**src/rtl/dfs_maze_carver_macros.svh**
```systemverilog
// Assertion macros shared by the maze carver RTL.
`ifndef DFS_MAZE_CARVER_MACROS_SVH
`define DFS_MAZE_CARVER_MACROS_SVH

// Same-cycle implication, sampled on clk, off while reset is asserted.
`define DMC_ASSERT(label, ante, cons, msg) \
	label: assert property (@(posedge clk) disable iff (!arst_n) (ante) |-> (cons)) \
		else $error(msg);

// Next-cycle implication, sampled on clk, off while reset is asserted.
`define DMC_ASSERT_NEXT(label, ante, cons, msg) \
	label: assert property (@(posedge clk) disable iff (!arst_n) (ante) |=> (cons)) \
		else $error(msg);

`endif

```
**src/rtl/dmc_ram.sv**
```systemverilog
// Generic single-write, single-read RAM with registered read data.
module dmc_ram #(
	parameter int WIDTH = 8,
	parameter int DEPTH = 16,
	localparam int AW   = (DEPTH > 1) ? $clog2(DEPTH) : 1
) (
	input  logic             clk,
	input  logic             we,
	input  logic [AW-1:0]    waddr,
	input  logic [WIDTH-1:0] wdata,
	input  logic             re,
	input  logic [AW-1:0]    raddr,
	output logic [WIDTH-1:0] rdata
);

	logic [WIDTH-1:0] mem_q [DEPTH];
	logic [WIDTH-1:0] rdata_q;

	always_ff @(posedge clk) begin
		if (we) begin
			mem_q[waddr] <= wdata;
		end
		if (re) begin
			rdata_q <= mem_q[raddr];
		end
	end

	assign rdata = rdata_q;

endmodule

```
**config.mk**
```make
export PLATFORM = sky130hd
export DESIGN_NAME = dmc_ram
export DESIGN_NICKNAME = d
export VERILOG_FILES = /design/src/rtl/dfs_maze_carver_macros.svh /design/src/rtl/dmc_ram.sv
export SDC_FILE = /design/constraint.sdc
export NUM_CORES = 1
export LEC_CHECK = 0
export ABC_AREA = 0
export BUFFER_PORTS_ARGS = -buffer_cell sky130_fd_sc_hd__buf_4
export CAP_MARGIN = 10
export CELL_PAD_IN_SITES_DETAIL_PLACEMENT = 1
export CELL_PAD_IN_SITES_GLOBAL_PLACEMENT = 1
export CORE_MARGIN = 5
export CORE_UTILIZATION = 40
export DETAILED_ROUTE_END_ITERATION = 12
export HOLD_SLACK_MARGIN = 0.12
export PLACE_DENSITY = 0.73
export RECOVER_POWER = 25
export SLEW_MARGIN = 20
export SYNTH_ARGS = -nofsm -noshare
export SYNTH_HDL_FRONTEND = slang
export SYNTH_SLANG_ARGS = --single-unit
```
**constraint.sdc**
```tcl
create_clock -name clk -period 3.9 [get_ports clk]
set_input_delay 0.78 -clock clk [delete_from_list [all_inputs] [get_ports clk]]
set_output_delay 0.78 -clock clk [all_outputs]
set_load 0.01 [all_outputs]
```
Yosys cells after proc, flatten, opt, wreduce, memory -nomap -nowiden
Memory sizes are Yosys's and may differ from the RTL's. A register that Yosys moved wholly into a read port is not among the register bits. Index checks and enable logic that the tools add are counted. Widths: inputs -> output; s select.

Memories: 1. Output and inout bits: 8. Memory bits (writable): 128. Logic and storage cells: 3. Bits in registers: 0.

Mux-type cells: 2.

Memories: mem_q (words 16, bits a word 8, read ports 1, clocked after memory_dff 1, write ports 1, line dmc_ram.sv:16) `logic [WIDTH-1:0] mem_q [DEPTH];`.

Operators with widths (number): $mux 1 (2).

Depth between registers and ports, before layout
Gate-level depths: netlist of run 1.

Depth in word-level cells: 2. Mapped depth: 5. Gate-level depth less buffers: 3.

Least setup slack after synthesis of run 1
No wires, ideal clock.

Path type: input to register. From: input port waddr[2]. To: memory mem_q[0][0], enable pin. Buffers on the path: 0. Stages: 2. Library setup time: 0.383 ns. Setup slack: 1.627 ns. Required time: 3.517 ns. Data arrival time: 1.890 ns. Cells stage by stage: or3b_2 nor3_1.

RTL lines: start, declared (line dmc_ram.sv:9) `input logic [AW-1:0] waddr,`; end, declared (line dmc_ram.sv:16).

No word-level cell before the write port.

==> results.toml, run 1 <==
[clock_tree]
ctsHoldBuffers = 0
cts_setup_buffers = 0
cts_buffers = 17
cts-root-buf = "clkbuf_16"
htreeDepth = 4
clock_latency_ns = 0.41
cts_buffer_depth = 2
cts_resized = 0
cts.clk_slew.worst_paths_ns = 0.06
numClockSinks = 136
cts_tree = "done"

[layout]
nFillCells = 1207
final_common_cell = "edfxtp_1"
syn_to_final_growth_pct = 17.8
n_antenna_cell = 0
design_area_sq_mm = 0.00616
drive_gt1_frac = 0.260
utilization = 0.484
nNetsFinal = 288
final_cell_mix = "136 x edfxtp_1, 25 x buf_4, 18 x mux4_2"

[yosys]
seq_area_frac_synth = 0.781
ys_seq_elements = 136
syn_nets = 248
synthAdderAreaFrac = 0
syn_inst = 229
synth_area_per_cell_sq_um = 22.8
synth_cell_types = 18
synth_mux_area_frac = 0.148
synth_area_sq_mm = 0.00523
synth-compound-area-share = 0.0230
synthSimpleGateAreaFrac = 0.0314
synth_top_family_by_area = "multiplexers"
ys_warn_count = 0
synth-xor-area-share = 0

[detailed_routing]
vias = 2484
final_antenna_net_count = 0
drt_iter0_drc = 229
drtPass1Iterations = 4
routed_wl_mm = 11.0
drc = 0
wire_per_inst_microns = 24.4
viasPerCell = 5.48

[grt]
grt_pass1_vias = 2707
grt_overflow = 0
grt_antenna_before_repair = 0
grt_usage = 0.149
grt_max_degree = 33
grt_pass1_wl_mm = 16.9

[floorplan]
dieArea_sq_mm = 0.0155
die_h_microns = 124
die_w_microns = 124
initial_core_util = 0.411
rows = 41
core_sq_mm = 0.0127
io_pins = 27

[sta]
max_slew_margin = 0.233
hold_violations = 0
clock_skew_ns = 0.0107
fin_crit_sh = 0.550
setup_viol = 0
worst_pin_slew_ns = 1.15
rsz0062_at_grt = "false"
min_period_ns = 2.14
fin_tns_setup_ns = 0
fin_ws_ns = 1.76
max_freq_mhz = 466
slew_viol_final = 0

[setup_path]
end_kind = "register"
path_class = "in -> reg"
cp.arrival_ns = 2.28
path_cells = "buf_4 -> mux4_2 -> a22oi_1 -> nand2_1"
path_max_fanout = 32
slowest_stage = "mux4_2"
worstPathRequired_ns = 4.03
worst_setup_path_start_kind = "primary input"
slowest_delay_ns = 0.60

[min_path]
hp-class = "in -> reg"

[pwr]
p_leak_nw = 2.01
p_per_area_mw_per_mm2 = 547
vdd_drop_max_mv = 0.268

[place]
pre_cts_ws_ns = 1.30
port_buffers = 26
dp_hpwl_mm = 6.85
dpl_cell_area_sq_mm = 0.00559
gp_congestion = 0.712

[status]
outcome = "finished clean"

[run]
cap_violations = 0
area by class of cell:
type / count / area [sq um] / area share
Sequential cell: 136 / 4080 / 0.663
Multi-Input combinational cell: 83 / 1060 / 0.173
Clock buffer: 17 / 425 / 0.0691
Tap cell: 172 / 215 / 0.0350
Timing Repair Buffer: 31 / 210 / 0.0341
Clock inverter: 14 / 159 / 0.0258
cells by family (layout without fill, tap and decap cells):
group | after synthesis | after routing
flops | 136 | 136
simple gates | 35 | 35
mux | 32 | 32
compound gates | 16 | 16
buf+inv | 10 | 62
where the power goes:
part,switching [W],leakage (nW),internal [W],total [W]
Clock,0.000563,0.273,0.000992,0.00156
Combinational,0.0000895,0.501,0.0000636,0.000153
Sequential,0.00000942,1.24,0.00165,0.00166
per-stage QoR:
stage	cells	hold slack, ns	total power, W
6_report	453	0.687	0.00337
4_1_cts	453	0.669	0.00340
2_1_floorplan	229	0.705	0.00177
5_1_grt	453	0.675	0.00349
3_5_place_dp	422	0.743	0.00185
3_3_place_gp	422	0.728	0.00184
sequential cells by signal (all words and copies together) (netlist names):
register	cells
mem_q	128
rdata	8
final timing paths:
check        endpoint  cells after the start    startpoint  slack (ns)
max          rdata[6]                      4      raddr[0]        1.76
min          rdata[2]                      1            re        0.69
max reg2reg  rdata[6]                      3  mem_q[10][6]        2.35
min reg2reg  rdata[3]                      3  mem_q[15][3]        0.76
synth_stat cells:
library cell	count	share of area
or3b_2	1	0.0017
mux4_1	14	0.070
nand2_1	9	0.0065
nor2_1	13	0.0093
clkdlybuf4s25_2	3	0.0057
and2b_1	1	0.0014
nor2b_1	1	0.0012
buf_4	1	0.0014
nand2b_1	2	0.0024
nand3b_1	2	0.0029
buf_6	3	0.0065
edfxtp_1	136	0.78
buf_2	3	0.0029
mux4_2	18	0.078
a22oi_1	16	0.023
and2_1	1	0.0012
nor3_1	4	0.0038
nand3_1	1	0.00096
per-layer routing:
| metal | GRT usage | up-vias | wire (microns) |
|---|---|---|---|
| li1 | - | 1060 | - |
| met5 | 0 | - | 0 |
| met2 | 0.233 | 81 | 5420 |
| met1 | 0.210 | 1331 | 4970 |
| met4 | 0.0471 | 0 | 173 |
| met3 | 0.0330 | 12 | 481 |
worst max-delay path, delay by kind of cell:
kind	cells	cell delay (ns)
AO/OA/AOI/OAI	1	0.30
buffers and inverters	1	0.48
multiplexers	1	0.60
AND/OR/NAND/NOR	1	0.11
Note: power is estimated with default switching activity, not from simulation.
==> run 2: changes to the inputs <==
--- a/config.mk
+++ b/config.mk
@@ -5,7 +5,7 @@
 export SDC_FILE = /design/constraint.sdc
 export NUM_CORES = 1
 export LEC_CHECK = 0
-export ABC_AREA = 0
+export ABC_AREA = 1
 export BUFFER_PORTS_ARGS = -buffer_cell sky130_fd_sc_hd__buf_4
 export CAP_MARGIN = 10
 export CELL_PAD_IN_SITES_DETAIL_PLACEMENT = 1
@@ -14,7 +14,7 @@
 export CORE_UTILIZATION = 40
 export DETAILED_ROUTE_END_ITERATION = 12
 export HOLD_SLACK_MARGIN = 0.12
-export PLACE_DENSITY = 0.73
+export PLACE_DENSITY = 0.8
 export RECOVER_POWER = 25
 export SLEW_MARGIN = 20
 export SYNTH_ARGS = -nofsm -noshare
==> constraint.sdc (replaced) <==
create_clock -name clk -period 1.9 [get_ports clk]
set_input_delay 0.38 -clock clk [delete_from_list [all_inputs] [get_ports clk]]
set_output_delay 0.38 -clock clk [all_outputs]
set_load 0.01 [all_outputs]
==> run 2 against run 1 <==
Effect of this change:
- via count is 61% higher
- count of clock-buffer cells in the layout is 1 higher
- final cell count is 74% higher
- critical endpoint is now rdata[3]
- highest routed layer unchanged
==> results.toml, run 2 <==
[sta]
clock_skew_ns = 0.00469
rsz0062_at_grt = "false"
min_period_ns = 1.39
hold_violations = 0
max_slew_margin = 0.389
max_freq_mhz = 720
worst_pin_slew_ns = 0.916
fin_tns_setup_ns = 0
fin_crit_sh = 0.730
slew_viol_final = 0
setup_viol = 0

[clock_tree]
cts_buffer_depth = 2
numClockSinks = 136
cts.clk_slew.worst_paths_ns = 0.06
clock_latency_ns = 0.42
htreeDepth = 4
cts_buffers = 17
cts-root-buf = "clkbuf_16"
cts_tree = "done"
ctsHoldBuffers = 0
cts_setup_buffers = 0
cts_resized = 0

[detailed_routing]
drc = 0
drtPass1Iterations = 5
final_antenna_net_count = 0
wl_met2_mm = 8.18
drt-met1-wl_mm = 6.44
wl_met3_microns = 829
routed.top_layer = "met4"
routed_wl_mm = 15.8
viasPerCell = 5.07
vias = 4009
wire_per_inst_microns = 20.0
drt_iter0_drc = 340

[yosys]
syn_nets = 570
synth_cell_types = 11
synth-edff-count = 136
ys_warn_count = 0
netlist_top_cells_area = "edfxtp_1 70%, nand2_1 11%, nand3_1 8.3%, inv_1 6.4%, buf_6 1.2%"
async_reset_ff_frac = 0
syn_inst = 551
yosysTopAreaCell = "edfxtp_1"
synth_area_sq_mm = 0.00585
synth_top_cell_area_share = 0.698
seq_area_frac_synth = 0.698
ys_seq_elements = 136
synth_top_cells_by_count = "173 x nand2_1, 136 x edfxtp_1, 100 x inv_1"
synth_flop_cell = "edfxtp_1"
yosysMostFrequentCell = "nand2_1"
synth_area_per_cell_sq_um = 10.6

[min_path]
hp-class = "in -> reg"

[pwr]
switchingPower_w = 0.00149
p_per_area_mw_per_mm2 = 1010
vdd_drop_max_mv = 0.752
combPwrFrac = 0.066
switching_share = 0.216
intPower_w = 0.00540
p_leak_nw = 2.92
power_frac_clock = 0.440
p_seq_frac = 0.494

[layout]
largest_register = "mem_q"
final_cell_mix = "173 x nand2_1, 136 x edfxtp_1, 100 x inv_1"
nNetsFinal = 612
final_common_cell = "nand2_1"
nFillCells = 1599
syn_to_final_growth_pct = 16.8
n_antenna_cell = 0
fin_cells = 790
largest_reg_flops = 128
drive_gt1_frac = 0.109

[setup_path]
slowest_delay_ns = 0.42
worstPathRequired_ns = 1.52
timing.critical_path.buf_inv = 1
path_class = "reg -> out"
slowest_stage = "edfxtp_1"
cp.arrival_ns = 1.01
path_max_fanout = 1
worst_setup_path_start_kind = "register"
end_kind = "primary output"
path_cells = "buf_4"
critical-path-top-delay-family = "flip-flops"

[floorplan]
rows = 44
core_sq_mm = 0.0144
die_h_microns = 131
die_w_microns = 131
io_pins = 27
initial_core_util = 0.405
dieArea_sq_mm = 0.0171

[place]
gp_congestion = 0.803
port_buffers = 26
dp_hpwl_mm = 9.65
placedCellCount = 758

[grt]
grt_pass1_wl_mm = 24.5
grt_antenna_before_repair = 0
grt_usage = 0.197
grt_overflow = 0
grt_max_degree = 65
grt_pass1_vias = 4356

[run]
cap_violations = 0

[status]
outcome = "finished clean"
==> run 2: cell type report <==
cell class / count / area [sq um] / share of cell area
repair buffers: 47 / 377 / 0.0551
multi-input cells: 289 / 1210 / 0.178
clock buffers: 18 / 429 / 0.0628
clock inverters: 14 / 114 / 0.0167
inverters: 102 / 383 / 0.0561
well taps: 184 / 230 / 0.0337
flip-flops and latches: 136 / 4080 / 0.598
==> run 2: power groups by stage <==
stage	registers [W]	clock network (W)	logic, W
6_report	0.00341	0.00303	0.000452
5_1_grt	0.00341	0.00324	0.000496
4_1_cts	0.00341	0.00308	0.000464
3_5_place_dp	0.00347	0	0.000452
3_3_place_gp	0.00346	0	0.000429
2_1_floorplan	0.00347	0	0.000237
==> run 2: cells by family (layout without fill, tap and decap cells) <==
| family | count (synthesis) | count (layout) | share of synthesized area |
|---|---|---|---|
| flip-flops | 136 | 136 | 0.698 |
| AND/OR/NAND/NOR | 289 | 289 | 0.208 |
| buffers and inverters | 126 | 181 | 0.0939 |
==> run 2: worst paths after layout <==
path,start,end,slack [ns],cells after the start
max reg2reg,mem_q[13][6],rdata[6],0.64,6
min,re,rdata[6],0.30,1
max,rdata[3],rdata[3],0.51,1
min reg2reg,mem_q[3][5],rdata[5],0.78,6
==> run 2: metal layers <==
layer	global-route usage	vias up
met1	0.241	2006
met3	0.0472	28
met4	0.0744	0
met2	0.337	109
met5	0	-
li1	-	1866
==> run 2: through the flow <==
stage / util / worst slack, ns / power, W / hold slack, ns / cell area, sq um
floorplan: - / 0.569 / 0.00370 / 0.479 / 5850
global placement: 0.438 / 0.301 / 0.00389 / 0.708 / 6310
detailed placement: 0.438 / 0.222 / 0.00392 / 0.707 / 6310
CTS: 0.475 / 0.485 / 0.00695 / 0.285 / 6860
global route: 0.474 / 0.478 / 0.00715 / 0.286 / 6830
finish: 0.474 / 0.512 / 0.00689 / 0.296 / 6830
