===== config.mk =====
export PLATFORM = sky130hd
export DESIGN_NAME = dmc_pick
export DESIGN_NICKNAME = d
export VERILOG_FILES = /design/src/rtl/dfs_maze_carver_macros.svh /design/src/rtl/dmc_pkg.sv /design/src/rtl/dmc_pick.sv
export SDC_FILE = /design/constraint.sdc
export NUM_CORES = 1
export LEC_CHECK = 0
export ABC_CLOCK_PERIOD_IN_PS = 4100
export CORE_AREA = 2 2 61 63
export DETAILED_ROUTE_END_ITERATION = 7
export DIE_AREA = 0 0 63 65
export DONT_BUFFER_PORTS = 1
export PLACE_DENSITY_LB_ADDON = 0.2
export SYNTH_ARGS = -nofsm -noshare
export SYNTH_HDL_FRONTEND = slang
export SYNTH_SLANG_ARGS = --single-unit

===== constraint.sdc =====
create_clock -name vclk -period 4.1
set_clock_uncertainty 0.1 [all_clocks]
set_input_delay 0.41 -clock vclk [all_inputs]
set_output_delay 0.41 -clock vclk [all_outputs]
set_load 0.1 [all_outputs]

===== src/rtl/dfs_maze_carver_macros.svh =====
// Assertion macros shared by the maze carver RTL.
`ifndef DFS_MAZE_CARVER_MACROS_SVH
`define DFS_MAZE_CARVER_MACROS_SVH

// Same-cycle implication, sampled on clk, off while reset is asserted.
`define DMC_ASSERT(label, ante, cons, msg) \
	label: assert property (@(posedge clk) disable iff (!arst_n) (ante) |-> (cons)) \
		else $error(msg);

// Next-cycle implication, sampled on clk, off while reset is asserted.
`define DMC_ASSERT_NEXT(label, ante, cons, msg) \
	label: assert property (@(posedge clk) disable iff (!arst_n) (ante) |=> (cons)) \
		else $error(msg);

`endif


===== src/rtl/dmc_pkg.sv =====
// Shared types, codes and the direction shuffle of the maze carver.
package dmc_pkg;

	localparam int DEF_MAX_COLUMNS = 32;
	localparam int DEF_MAX_ROWS    = 16;

	// configuration port
	localparam int CFG_INDEX_W = 1;
	localparam int CFG_DATA_W  = 6;
	localparam int COLS_REG_W  = 6;
	localparam int ROWS_REG_W  = 5;
	localparam int CMP_W       = 7;	// holds any register value and any grid maximum
	localparam logic [CFG_INDEX_W-1:0] REG_COLUMNS_USED = 1'd0;
	localparam logic [CFG_INDEX_W-1:0] REG_ROWS_USED    = 1'd1;
	localparam logic [COLS_REG_W-1:0]  COLS_RESET = 6'd10;
	localparam logic [ROWS_REG_W-1:0]  ROWS_RESET = 5'd7;

	// stream fields
	localparam int ORG_COL_W   = 5;
	localparam int ORG_ROW_W   = 4;
	localparam int PICK_W      = 2;
	localparam int CELL_COL_W  = 5;
	localparam int CELL_ROW_W  = 4;
	localparam int DIR_W       = 2;
	localparam int S_TDATA_W   = 16;
	localparam int M_TDATA_W   = 16;

	localparam logic ACT_START = 1'b0;
	localparam logic ACT_STEP  = 1'b1;

	typedef enum logic [1:0] {
		EV_START     = 2'd0,
		EV_CARVE     = 2'd1,
		EV_BACKTRACK = 2'd2,
		EV_IDLE      = 2'd3
	} ev_t;

	localparam logic [DIR_W-1:0] DIR_UP    = 2'd0;
	localparam logic [DIR_W-1:0] DIR_RIGHT = 2'd1;
	localparam logic [DIR_W-1:0] DIR_DOWN  = 2'd2;
	localparam logic [DIR_W-1:0] DIR_LEFT  = 2'd3;

	typedef logic [3:0][DIR_W-1:0] dir_order_t;

	typedef struct packed {
		logic             found;
		logic [DIR_W-1:0] dir;
	} pick_t;

	// Swap slot i with slot pick_i in turn; a pick below its slot leaves the slot alone.
	function automatic dir_order_t shuffle_dirs(input logic [PICK_W-1:0] p0,
			input logic [PICK_W-1:0] p1, input logic [PICK_W-1:0] p2);
		dir_order_t         d;
		logic [DIR_W-1:0]   t;
		logic [PICK_W-1:0]  j1;
		logic [PICK_W-1:0]  j2;
		d[0] = DIR_UP;
		d[1] = DIR_RIGHT;
		d[2] = DIR_DOWN;
		d[3] = DIR_LEFT;
		t     = d[0];
		d[0]  = d[p0];
		d[p0] = t;
		j1    = (p1 < 2'd1) ? 2'd1 : p1;
		t     = d[1];
		d[1]  = d[j1];
		d[j1] = t;
		j2    = (p2 < 2'd2) ? 2'd2 : p2;
		t     = d[2];
		d[2]  = d[j2];
		d[j2] = t;
		return d;
	endfunction

endpackage


===== src/rtl/dmc_pick.sv =====
// Direction shuffle and first open neighbor selection for one carving step.
module dmc_pick import dmc_pkg::*; #(
	parameter int MAX_COLUMNS = DEF_MAX_COLUMNS,
	parameter int MAX_ROWS    = DEF_MAX_ROWS,
	localparam int COL_W = $clog2(MAX_COLUMNS),
	localparam int ROW_W = $clog2(MAX_ROWS),
	localparam int EC_W  = $clog2(MAX_COLUMNS + 1),
	localparam int ER_W  = $clog2(MAX_ROWS + 1)
) (
	input  logic [PICK_W-1:0]      pick_first,
	input  logic [PICK_W-1:0]      pick_second,
	input  logic [PICK_W-1:0]      pick_third,
	input  logic [COL_W-1:0]       col,
	input  logic [ROW_W-1:0]       row,
	input  logic [EC_W-1:0]        cols_eff,
	input  logic [ER_W-1:0]        rows_eff,
	input  logic [MAX_COLUMNS-1:0] word_up,
	input  logic [MAX_COLUMNS-1:0] word_mid,
	input  logic [MAX_COLUMNS-1:0] word_dn,
	output pick_t                  choice
);

	dir_order_t       order;
	logic [3:0]       open;
	logic [COL_W-1:0] col_nx;
	logic [COL_W-1:0] col_pv;

	assign order  = shuffle_dirs(pick_first, pick_second, pick_third);
	assign col_nx = col + 1'b1;
	assign col_pv = col - 1'b1;

	// a neighbor is open when it lies in the current grid and is not yet visited
	always_comb begin
		open[DIR_UP]    = (row != '0) && ((ER_W'(row) - 1'b1) < rows_eff) && !word_up[col];
		open[DIR_RIGHT] = ((EC_W'(col) + 1'b1) < cols_eff) && !word_mid[col_nx];
		open[DIR_DOWN]  = ((ER_W'(row) + 1'b1) < rows_eff) && !word_dn[col];
		open[DIR_LEFT]  = (col != '0) && ((EC_W'(col) - 1'b1) < cols_eff) && !word_mid[col_pv];
	end

	// take the first open direction in shuffled order
	always_comb begin
		choice = '0;
		for (int i = 3; i >= 0; i--) begin
			if (open[order[i]]) begin
				choice.found = 1'b1;
				choice.dir   = order[i];
			end
		end
	end

endmodule


Yosys cells after proc, flatten, opt, wreduce, memory -nomap -nowiden
Index checks and enable logic that the tools add are counted.
{"block": "totals", "regBits": 0, "latch_bits": 0, "ram_bits": 0, "romBits": 0, "inputBits": 122, "out_inout_bits": 3, "word_cells": 78, "mem_count": 0}
{"block": "classes", "addsub": 6, "multipliers": 0, "div": 0, "order_cmp": 19, "n_eq_ne": 0, "n_shift": 0, "muxes": 36, "bitwise_logic": 2, "reduce_logical": 15}
{"op": "less-than comparator 2 x 3 -> 1 bit (second input constant)", "n": 7}
{"op": "binary-select mux 1 bit (select 5 bit)", "n": 4}
{"op": "less-than comparator 5 x 6 -> 1 bit (second input constant)", "n": 3}
{"op": "bitwise mux 8 bit", "n": 2}
{"op": "2-to-1 mux 2 bit", "n": 8}
{"op": "binary-select mux 2 bit (select 2 bit)", "n": 3}
{"op": "demux 2 bit (select 2 bit)", "n": 3}
{"op": "less-than comparator 6 bit", "n": 2}
{"op": "2-to-1 mux 3 bit", "n": 4}
{"op": "less-than comparator 5 bit", "n": 2}
{"op": "logical AND 1 bit", "n": 9}
{"op": "bitwise AND 8 bit", "n": 1}
{"op": "binary-select mux 1 bit (select 2 bit)", "n": 4}
{"op": "2-to-1 mux 1 bit", "n": 8}
{"op": "inverter 8 bit", "n": 1}
{"op": "adder 5 x 1 -> 6 bit (second input constant)", "n": 1}
{"op": "greater-or-equal comparator 2 x 1 -> 1 bit (second input constant)", "n": 3}
{"op": "subtractor 5 x 1 -> 6 bit (second input constant)", "n": 1}
{"op": "adder 4 x 1 -> 5 bit (second input constant)", "n": 1}
{"op": "adder 5 x 1 -> 5 bit (second input constant)", "n": 1}
{"op": "nonzero test 5 bit", "n": 1}
{"op": "subtractor 4 x 1 -> 5 bit (second input constant)", "n": 1}
{"op": "subtractor 5 x 1 -> 5 bit (second input constant)", "n": 1}
{"op": "zero test 1 bit", "n": 4}
{"op": "other kinds (3)", "n": 3}

Depth between registers and ports, before layout
Gate-level depths: netlist (run 1).
{"block": "depth", "ltp_word": 18, "mapped_depth": 17, "depth_no_buf": 14}

Worst setup path after synthesis (run 1)
Ideal clock, no wire load.
{"block": "synth_path", "path_type": "input to output", "start": "in col[1]", "end": "out choice[0] (netlist name)", "arrival_time_ns": 4.408, "required_time_ns": 3.590, "setup_slack_ns": -0.818, "cell_stages": 15, "path_buffers": 2, "cell_sequence": "buf_2 buf_4 inv_1 ha_1 nor3b_1 xnor2_1 ha_1 a21oi_1 o221ai_1 or2_2 o22ai_2 mux2i_1 a2bb2oi_2 nor3_1 a221oi_2"}
{"element": "start: declaration", "line": "dmc_pick.sv:13", "rtl": "input logic [COL_W-1:0] col,"}
{"element": "end: declaration", "line": "dmc_pick.sv:20", "rtl": "output pick_t choice"}

==> impl_results.md, run 1 <==
- Crit path buffers/inverters: 2
- Drt drc: 0
- Max Fanout on Critical Path: 40
- Combinational share of power: 1.000
- Vias in the first global route: 2130
- Outcome: completed
- Commonest non-fill, non-tap cell in the layout: mux2i_1
- Seq/Total Area, Yosys: 0
- Final setup viols: 0
- Mapped Avg Cell Area: ~8.6 um2
- Layout cells sized above 1: 0.181
- WL final: approximately 5.8 mm
- Mapped Area: ~0.0023 mm2
- Fill cell count: 293
- Largest family of logic cells by synthesized area: multiplexers
- CP cell instances: inv_4, ha_4, nor3b_4, xnor2_2, ha_1, a21oi_1, o221ai_1, or2_4, o22ai_4, mux2i_1, or3_1, a21oi_1, o31a_1, buf_4
- Row count: 22
- Pre-antenna DRT Iters: 4
- Vias post-DR: about 2200
- Antenna Diode Count: 0
- Clock power frac: 0
- Area grow syn2layout: 3.83%
- Iter 0 DRT Violations: 183
- RSZ-0062 raised after global routing: false
- Startpoint type of the worst setup path: primary input
- Worst-Margin Slew: ~0.56 ns
- Final hold violation count: 0
- Via/cell ratio: 7.06
- Xor/xnor share of the synthesized area: 0.0556
- Proportion of synthesized area in mux cells: 0.346
- CP top delay family: simple AND/OR/NAND/NOR gates
- Minimum clock period: between 3 and 4 ns
- Sw Pwr: 0.228 mW
- Core area: 0.00350 mm2
- Crit path kind: in -> out
- Commonest non-fill, non-tap cells in the layout: mux2i_1, inv_1, ha_1, mux4_2, nand2_1
- Initial core utilization: 0.664
- Tcrit/Tclk final: 0.931
- Postcts setup bufs: 0
- Inst Count DP: about 310
- Power Density: between 150 and 200 mW/mm2
- Total I/O pin count: roughly 130
- Hold Crit Class: in -> out
- Max Transition Viols Final: 0
- First-pass GRT wire length: around 9.3 mm
- Sequential power share: 0
- Max-cap violations: 0
- Max incr delay on CP: 0.35 ns
- Post-route setup slack: 0.284 ns
- Peak supply drop: 0.000139 V
- Initial antenna violation count: 0
- Non-filler instance count after layout: 307
- Port Buffers: 0
- Largest net degree at the start of global routing: between 40 and 50
- Dpl hpwl: around 4.9 mm
- Simple-Gate Fraction of Synth Area: 0.163
- Dpl ws: between 0.3 and 0.4 ns
- Crit path capture type: output pin
- Clkbuf count: 0
- Register Area: 0 um2
- Crit path to: choice[1]
- Mapped Cells: 271
- Top cell type's share of synthesized area: 0.184
- Netlist cell types: 62
- Syn Nets: ~420
- GPL Wtd Cong: approximately 0.95
- Top cells by area, synth: mux4_2, mux2i_1, ha_1
- Critical Path AT: ~3.3 ns
- Slew HR: 0.627
- Cell-internal power: 0.195 mW
- Gr usage total: 0.272
- Post-synthesis compound-gate area fraction: 0.222
- Nets: ~410
- Yosys Warn Count: 0
- Fmax: around 0.26 GHz
- Cts hold-fix bufs: 0
- Pleak: approximately 1.0 nW
- Die Y: roughly 65 um
- Die width: ~63 um
- Resize count post-CTS: 0
- Area leader, netlist: mux4_2
- Wirelength per Cell: roughly 19 um
- Seq cells: 0
- DRT antenna net count: 0
- Die Area: approximately 0.0041 mm2
- Crit path top cell by count: a21oi_1
- GRT Residual Overflow: 0
- Worst Setup SP: col[0]
- Sw Ratio: 0.539
- CP Depth: 14
- Worst EP required: roughly 3.6 ns
- Multi-input gate area: around 0.0022 mm2
- Adder-cell share of the synthesized area: 0.119
- Worst path slowest cell: or3_1
## synthesized netlist by cell type, types with 3 or more instances
master / number
a2111oi_0: 3
a211oi_1: 4
a21o_1: 3
a21oi_1: 12
a22oi_1: 6
and2_1: 3
buf_2: 4
buf_6: 5
clkbuf_1: 5
ha_1: 22
inv_1: 22
mux2i_1: 31
mux4_2: 19
nand2_1: 16
nand2b_1: 3
nand3_1: 13
nor2_1: 13
nor2b_1: 6
nor3_1: 4
nor4_1: 4
o21a_1: 3
o21ai_0: 6
o221ai_1: 3
xnor2_1: 7
xor2_1: 4
## cell type report
class	instances	area share
timing repair buffer	5	0.0281
multi-input combinational	230	0.905
tap	48	0.0249
inverter	24	0.0416
## power groups by stage
stage | clock [mW] | sequential [mW] | combinational [mW]
6_report | 0 | 0 | 0.423
3_3_place_gp | 0 | 0 | 0.414
4_1_cts | 0 | 0 | 0.421
5_1_grt | 0 | 0 | 0.454
2_1_floorplan | 0 | 0 | 0.372
3_5_place_dp | 0 | 0 | 0.419
## metal layers
| layer | share of wire | GRT usage | up-vias |
|---|---|---|---|
| li1 | - | - | 1034 |
| met2 | 0.51 | 0.488 | 94 |
| met5 | 0 | 0 | - |
| met3 | 0.068 | 0.0313 | 10 |
| met1 | 0.41 | 0.357 | 1028 |
| met4 | 0.012 | 0.0472 | 0 |
## stage by stage
stage | power, mW | util | hold WS (ns) | TNS, ns | cell area [um2]
after floorplan | 0.372 | - | 1.30 | -0.302 | 2450
after global placement | 0.414 | 0.689 | 1.18 | 0 | 2410
after detailed placement | 0.419 | 0.689 | 1.17 | 0 | 2410
after CTS | 0.421 | 0.689 | 1.17 | 0 | 2410
after global routing | 0.454 | 0.689 | 1.20 | 0 | 2410
final | 0.423 | 0.689 | 1.18 | 0 | 2410
## kinds of logic after synthesis
family | Yosys count
buf+inv | 41
mux | 54
xor+xnor | 13
fa+ha+maj | 22
compound gates | 67
simple gates | 74
## worst min path at each step
| stage | startpoint | to | slack, ns | depth (start not counted) |
|---|---|---|---|---|
| 2_1_floorplan | pick_third[1] | choice[0] | 1.30 | 5 |
| 3_3_place_gp | pick_first[0] | choice[0] | 1.18 | 3 |
| 3_5_place_dp | pick_first[0] | choice[0] | 1.17 | 3 |
| 4_1_cts | pick_first[0] | choice[0] | 1.17 | 3 |
| 5_1_grt | pick_first[0] | choice[0] | 1.20 | 3 |
| 6_report | pick_first[0] | choice[0] | 1.18 | 3 |
Note: power is estimated with default switching activity, not from simulation.
==> inputs of run 2 (changes only) <==
--- a/config.mk
+++ b/config.mk
@@ -10,7 +10,7 @@
 export DETAILED_ROUTE_END_ITERATION = 7
 export DIE_AREA = 0 0 63 65
 export DONT_BUFFER_PORTS = 1
-export PLACE_DENSITY_LB_ADDON = 0.2
+export PLACE_DENSITY_LB_ADDON = 0.05
 export SYNTH_ARGS = -nofsm -noshare
 export SYNTH_HDL_FRONTEND = slang
 export SYNTH_SLANG_ARGS = --single-unit
==> run 2 against run 1 <==
Clock-buffer cell count unchanged; final area down 0.31%; utilization down 0.21 points; fmax down 1.2%.
==> impl_results.md, run 2 (synthesis gave the netlist of run 1 again) <==
- Outcome: completed
- First-pass GRT wire length: 8.61 mm (-7.1%)
- Antenna Diode Count: 0 (unchanged)
- Largest net degree at the start of global routing: 41 (unchanged)
- Worst EP required: 3.59 ns (about the same)
- Crit path capture type: output pin
- Pre-antenna DRT Iters: 4 (unchanged)
- Tcrit/Tclk final: 0.942 (+0.0109)
- Wirelength per Cell: 18.1 um (-4.3%)
- Iter 0 DRT Violations: 128 (-30%)
- Max Transition Viols Final: 0 (unchanged)
- Row count: 22 (unchanged)
- Power, Total: 0.416 mW (-1.7%)
- Peak supply drop: 0.000136 V (-2.7%)
- Pleak: 1.02 nW (-0.47%)
- Clkbuf count: 0 (unchanged)
- Multi-input gate area: 0.00218 mm2 (unchanged)
- Critical Path AT: 3.35 ns (+0.04 ns)
- Max-cap violations: 0 (unchanged)
- Commonest non-fill, non-tap cell in the layout: mux2i_1
- Core area: 0.00350 mm2 (unchanged)
- Inst Count DP: 306 (-0.33%)
- Power Density: 173 mW/mm2 (-1.4%)
- Postcts setup bufs: 0 (unchanged)
- Worst-Margin Slew: 0.615 ns (+0.0596 ns)
- GPL Wtd Cong: 0.834 (-13%)
- Nets: 404 (-0.25%)
- Fmax: 0.259 GHz (-1.2%)
- Slew HR: 0.587 (-0.0401)
- GRT Residual Overflow: 0 (unchanged)
- Initial antenna violation count: 0 (unchanged)
- Max Fanout on Critical Path: 40 (unchanged)
- Cts hold-fix bufs: 0 (unchanged)
- Fill cell count: 311 (+6.1%)
- Dpl hpwl: 4.74 mm (-3.7%)
- Layout cells sized above 1: 0.178 (-0.00317)
- Drt drc: 0 (unchanged)
- RSZ-0062 raised after global routing: false
- Die width: 63 um (unchanged)
- Gr usage total: 0.255 (-0.0179)
- Crit path kind: in -> out
- Vias post-DR: 2097 (-3.2%)
- Setup TNS: 0 ns (unchanged)
- Register Area: 0 um2 (unchanged)
- Final setup viols: 0 (unchanged)
- Final hold violation count: 0 (unchanged)
- Seq cells: 0 (unchanged)
- Vias in the first global route: 1952 (-8.4%)
- Die Area: 0.00410 mm2 (unchanged)
- Fin util: 0.687 (-0.00215)
- Commonest non-fill, non-tap cells in the layout: mux2i_1, inv_1, ha_1, mux4_2, nand2_1
- Startpoint type of the worst setup path: primary input
- Area grow syn2layout: 3.51%
- Port Buffers: 0 (unchanged)
- DRT antenna net count: 0 (unchanged)
- Die Y: 65 um (unchanged)
- Non-filler instance count after layout: 306 (-0.33%)
- Via/cell ratio: 6.85 (-2.9%)
- WL final: 5.53 mm (-4.6%)
- Minimum clock period: 3.86 ns (+0.0449 ns)
- Hold Crit Class: in -> out
- Total I/O pin count: 125 (unchanged)
- Resize count post-CTS: 0 (unchanged)
- Initial core utilization: 0.664 (unchanged)
run 2: cell types whose count changed in the layout (fill, tap and decap cells not counted), sizes merged:
cell | before | now
buf | 4 | 3
run 2: critical path, stage by stage:
cell and delay (ns):
ha_1 0.21, xor2_2 0.42, mux4_2 0.37, mux4_2 0.49, mux2_4 0.32, nor3_2 0.21, a2bb2oi_2 0.29, nor3_1 0.15
a221oi_4 0.27, buf_12 0.21
run 2: layout make-up:
type / instances / area share
repair buffers: 4 / 0.0250
multi-input cells: 230 / 0.908
well taps: 48 / 0.0250
inverters: 24 / 0.0417
run 2: metal layers:
layer,global-route usage,part of all wire,up-vias
met5,0,0,-
met4,0.0222,0.0085,0
met3,0.0139,0.066,4
met2,0.445,0.50,91
met1,0.360,0.42,970
li1,-,-,1032
run 2: power by group:
part	total, mW	internal (mW)	switching [mW]
clock network	0	0	0
registers	0	0	0
logic	0.416	0.194	0.222
run 2: metrics by stage:
stage               instance area [um2]  setup slack, ns  hold slack [ns]
global route                       2400           0.0630             1.20
detailed placement                 2400            0.228             1.17
finish                             2400            0.239             1.17
floorplan                          2450           -0.251             1.30
global placement                   2400            0.263             1.18
CTS                                2400            0.232             1.17
run 2: worst paths after layout:
kind | from | to | cells past startpoint | slack, ns
worst max-delay path | col[0] | choice[0] | 10 | 0.24
worst min-delay path | pick_first[0] | choice[0] | 3 | 1.17
==> inputs of run 3 (changes only) <==
--- a/config.mk
+++ b/config.mk
@@ -6,11 +6,11 @@
 export NUM_CORES = 1
 export LEC_CHECK = 0
 export ABC_CLOCK_PERIOD_IN_PS = 4100
-export CORE_AREA = 2 2 61 63
+export CORE_AREA = 2 2 59 66
 export DETAILED_ROUTE_END_ITERATION = 7
-export DIE_AREA = 0 0 63 65
+export DIE_AREA = 0 0 61 68
 export DONT_BUFFER_PORTS = 1
-export PLACE_DENSITY_LB_ADDON = 0.05
+export PLACE_DENSITY_LB_ADDON = 0.25
 export SYNTH_ARGS = -nofsm -noshare
 export SYNTH_HDL_FRONTEND = slang
 export SYNTH_SLANG_ARGS = --single-unit
==> run 3 against run 2 <==
Utilization is 0.78 points lower; wire length rose by 1.0%; cell count is 0.65% higher; critical path depth increased by 2; sequential share of layout area is the same; global-route usage is 0.31 points higher; final area is 0.10% higher; non-clock buffer count did not move; largest cell class unchanged; highest routed layer unchanged.
==> impl_results.md, run 3 (synthesis gave the netlist of run 1 again) <==
- Register Area: 0 um2 (unchanged)
- Cell-internal power: 0.194 mW (+0.39%)
- Largest net degree at the start of global routing: 41 (unchanged)
- Worst-Margin Slew: 0.632 ns (+0.0175 ns)
- Initial core utilization: 0.655 (-0.00821)
- Minimum clock period: 3.80 ns (-0.0655 ns)
- Sequential power share: 0 (unchanged)
- Multi-input gate area: 0.00218 mm2 (unchanged)
- Resize count post-CTS: 0 (unchanged)
- Antenna Diode Count: 0 (unchanged)
- Hold Crit Class: in -> out
- Postcts setup bufs: 0 (unchanged)
- Max Fanout on Critical Path: 40 (unchanged)
- Gr usage total: 0.258 (+0.00305)
- Worst EP required: 3.59 ns (about the same)
- Core area: 0.00354 mm2 (+1.3%)
- Commonest non-fill, non-tap cell in the layout: mux2i_1
- Clkbuf count: 0 (unchanged)
- Dpl ws: 0.319 ns (+0.0911 ns)
- Final setup viols: 0 (unchanged)
- Nets: 404 (unchanged)
- Crit path kind: in -> out
- Power Density: 175 mW/mm2 (+1.0%)
- Iter 0 DRT Violations: 166 (+30%)
- Peak supply drop: 0.0000942 V (-31%)
- Die width: 61 um (-3.2%)
- First-pass GRT wire length: 8.34 mm (-3.1%)
- Seq cells: 0 (unchanged)
- Cts hold-fix bufs: 0 (unchanged)
- GRT Residual Overflow: 0 (unchanged)
- Clock power frac: 0 (unchanged)
- Startpoint type of the worst setup path: primary input
- Fill cell count: 298 (-4.2%)
- Pre-antenna DRT Iters: 5 (+1)
- Drt drc: 0 (unchanged)
- Fmax: 0.263 GHz (+1.7%)
- WL final: 5.59 mm (+1.0%)
- Final hold violation count: 0 (unchanged)
- Die Area: 0.00415 mm2 (+1.3%)
- Vias post-DR: 2159 (+3.0%)
- DRT antenna net count: 0 (unchanged)
- Critical Path AT: 3.29 ns (-0.06 ns)
- Die Y: 68 um (+4.6%)
- Sw Ratio: 0.538 (+0.00333)
- Max incr delay on CP: 0.51 ns (+0.02 ns)
- Sw Pwr: 0.226 mW (+1.7%)
- Combinational share of power: 1.000 (about the same)
- WHS: 1.18 ns (+0.00773 ns)
- Max-cap violations: 0 (unchanged)
- Via/cell ratio: 7.01 (+2.3%)
- Setup TNS: 0 ns (unchanged)
- Max Transition Viols Final: 0 (unchanged)
- GPL Wtd Cong: 0.966 (+16%)
- Worst path slowest cell: o21ai_1
- Wirelength per Cell: 18.1 um (+0.36%)
- Dpl hpwl: 4.83 mm (+2.0%)
- Crit path capture type: output pin
- Outcome: completed
- Tcrit/Tclk final: 0.926 (-0.0160)
- Slew HR: 0.576 (-0.0117)
- Initial antenna violation count: 0 (unchanged)
- Layout cells sized above 1: 0.178 (unchanged)
- Post-route setup slack: 0.304 ns (+0.0655 ns)
- Area grow syn2layout: 3.61%
- CP cell instances: ha_1, xor2_2, buf_4, ha_1, a21o_1, a21oi_1, o21ai_1, o32ai_2, a211o_1, nor3_1, o211ai_1, clkbuf_16
- Row count: 23 (+4.5%)
- Pleak: 1.02 nW (unchanged)
- Power, Total: 0.421 mW (+1.1%)
- Crit path top cell by count: ha_1
- Total I/O pin count: 125 (unchanged)
- Port Buffers: 0 (unchanged)
- RSZ-0062 raised after global routing: false
- Commonest non-fill, non-tap cells in the layout: mux2i_1, inv_1, ha_1, mux4_2, nand2_1
- Vias in the first global route: 1920 (-1.6%)
[run 3: cell counts in the layout (fill, tap and decap cells not counted)]
No cell type changed its count.
[run 3: routing by layer]
layer / track usage / part of all wire / vias to the layer above
met5: 0 / 0 / -
met4: 0.0272 / 0.0048 / 0
met3: 0.0170 / 0.063 / 4
met2: 0.437 / 0.52 / 106
met1: 0.372 / 0.41 / 1018
li1: - / - / 1031
[run 3: cell type report]
type,count,share of cell area
Timing Repair Buffer,4,0.0250
Inverter,24,0.0416
Tap cell,50,0.0260
Multi-Input combinational cell,230,0.907
[run 3: worst paths after layout]
path,from,end,cells after the start,slack (ns)
max,col[0],choice[2],12,0.30
min,pick_first[0],choice[0],3,1.18
[run 3: power groups by stage]
stage | Sequential (mW) | Combinational [mW] | Clock (mW)
final | 0 | 0.421 | 0
after global routing | 0 | 0.452 | 0
after CTS | 0 | 0.420 | 0
after detailed placement | 0 | 0.418 | 0
after global placement | 0 | 0.412 | 0
after floorplan | 0 | 0.372 | 0
[run 3: per-stage QoR]
| stage | utilization | cell area [um2] | cells |
|---|---|---|---|
| 2_1_floorplan | - | 2450 | 271 |
| 3_3_place_gp | 0.679 | 2400 | 308 |
| 3_5_place_dp | 0.679 | 2400 | 308 |
| 4_1_cts | 0.679 | 2400 | 308 |
| 5_1_grt | 0.679 | 2400 | 308 |
| 6_report | 0.679 | 2400 | 308 |
[run 3: critical path: cells and delay by family]
| family | cells | cell delay [ns] |
|---|---|---|
| AOI/OAI and AO/OA | 6 | 1.41 |
| and+or+nand+nor | 1 | 0.32 |
| xor gates and xnor gates | 1 | 0.20 |
| buffers and inverters | 2 | 0.43 |
| adders and majority gates | 2 | 0.49 |
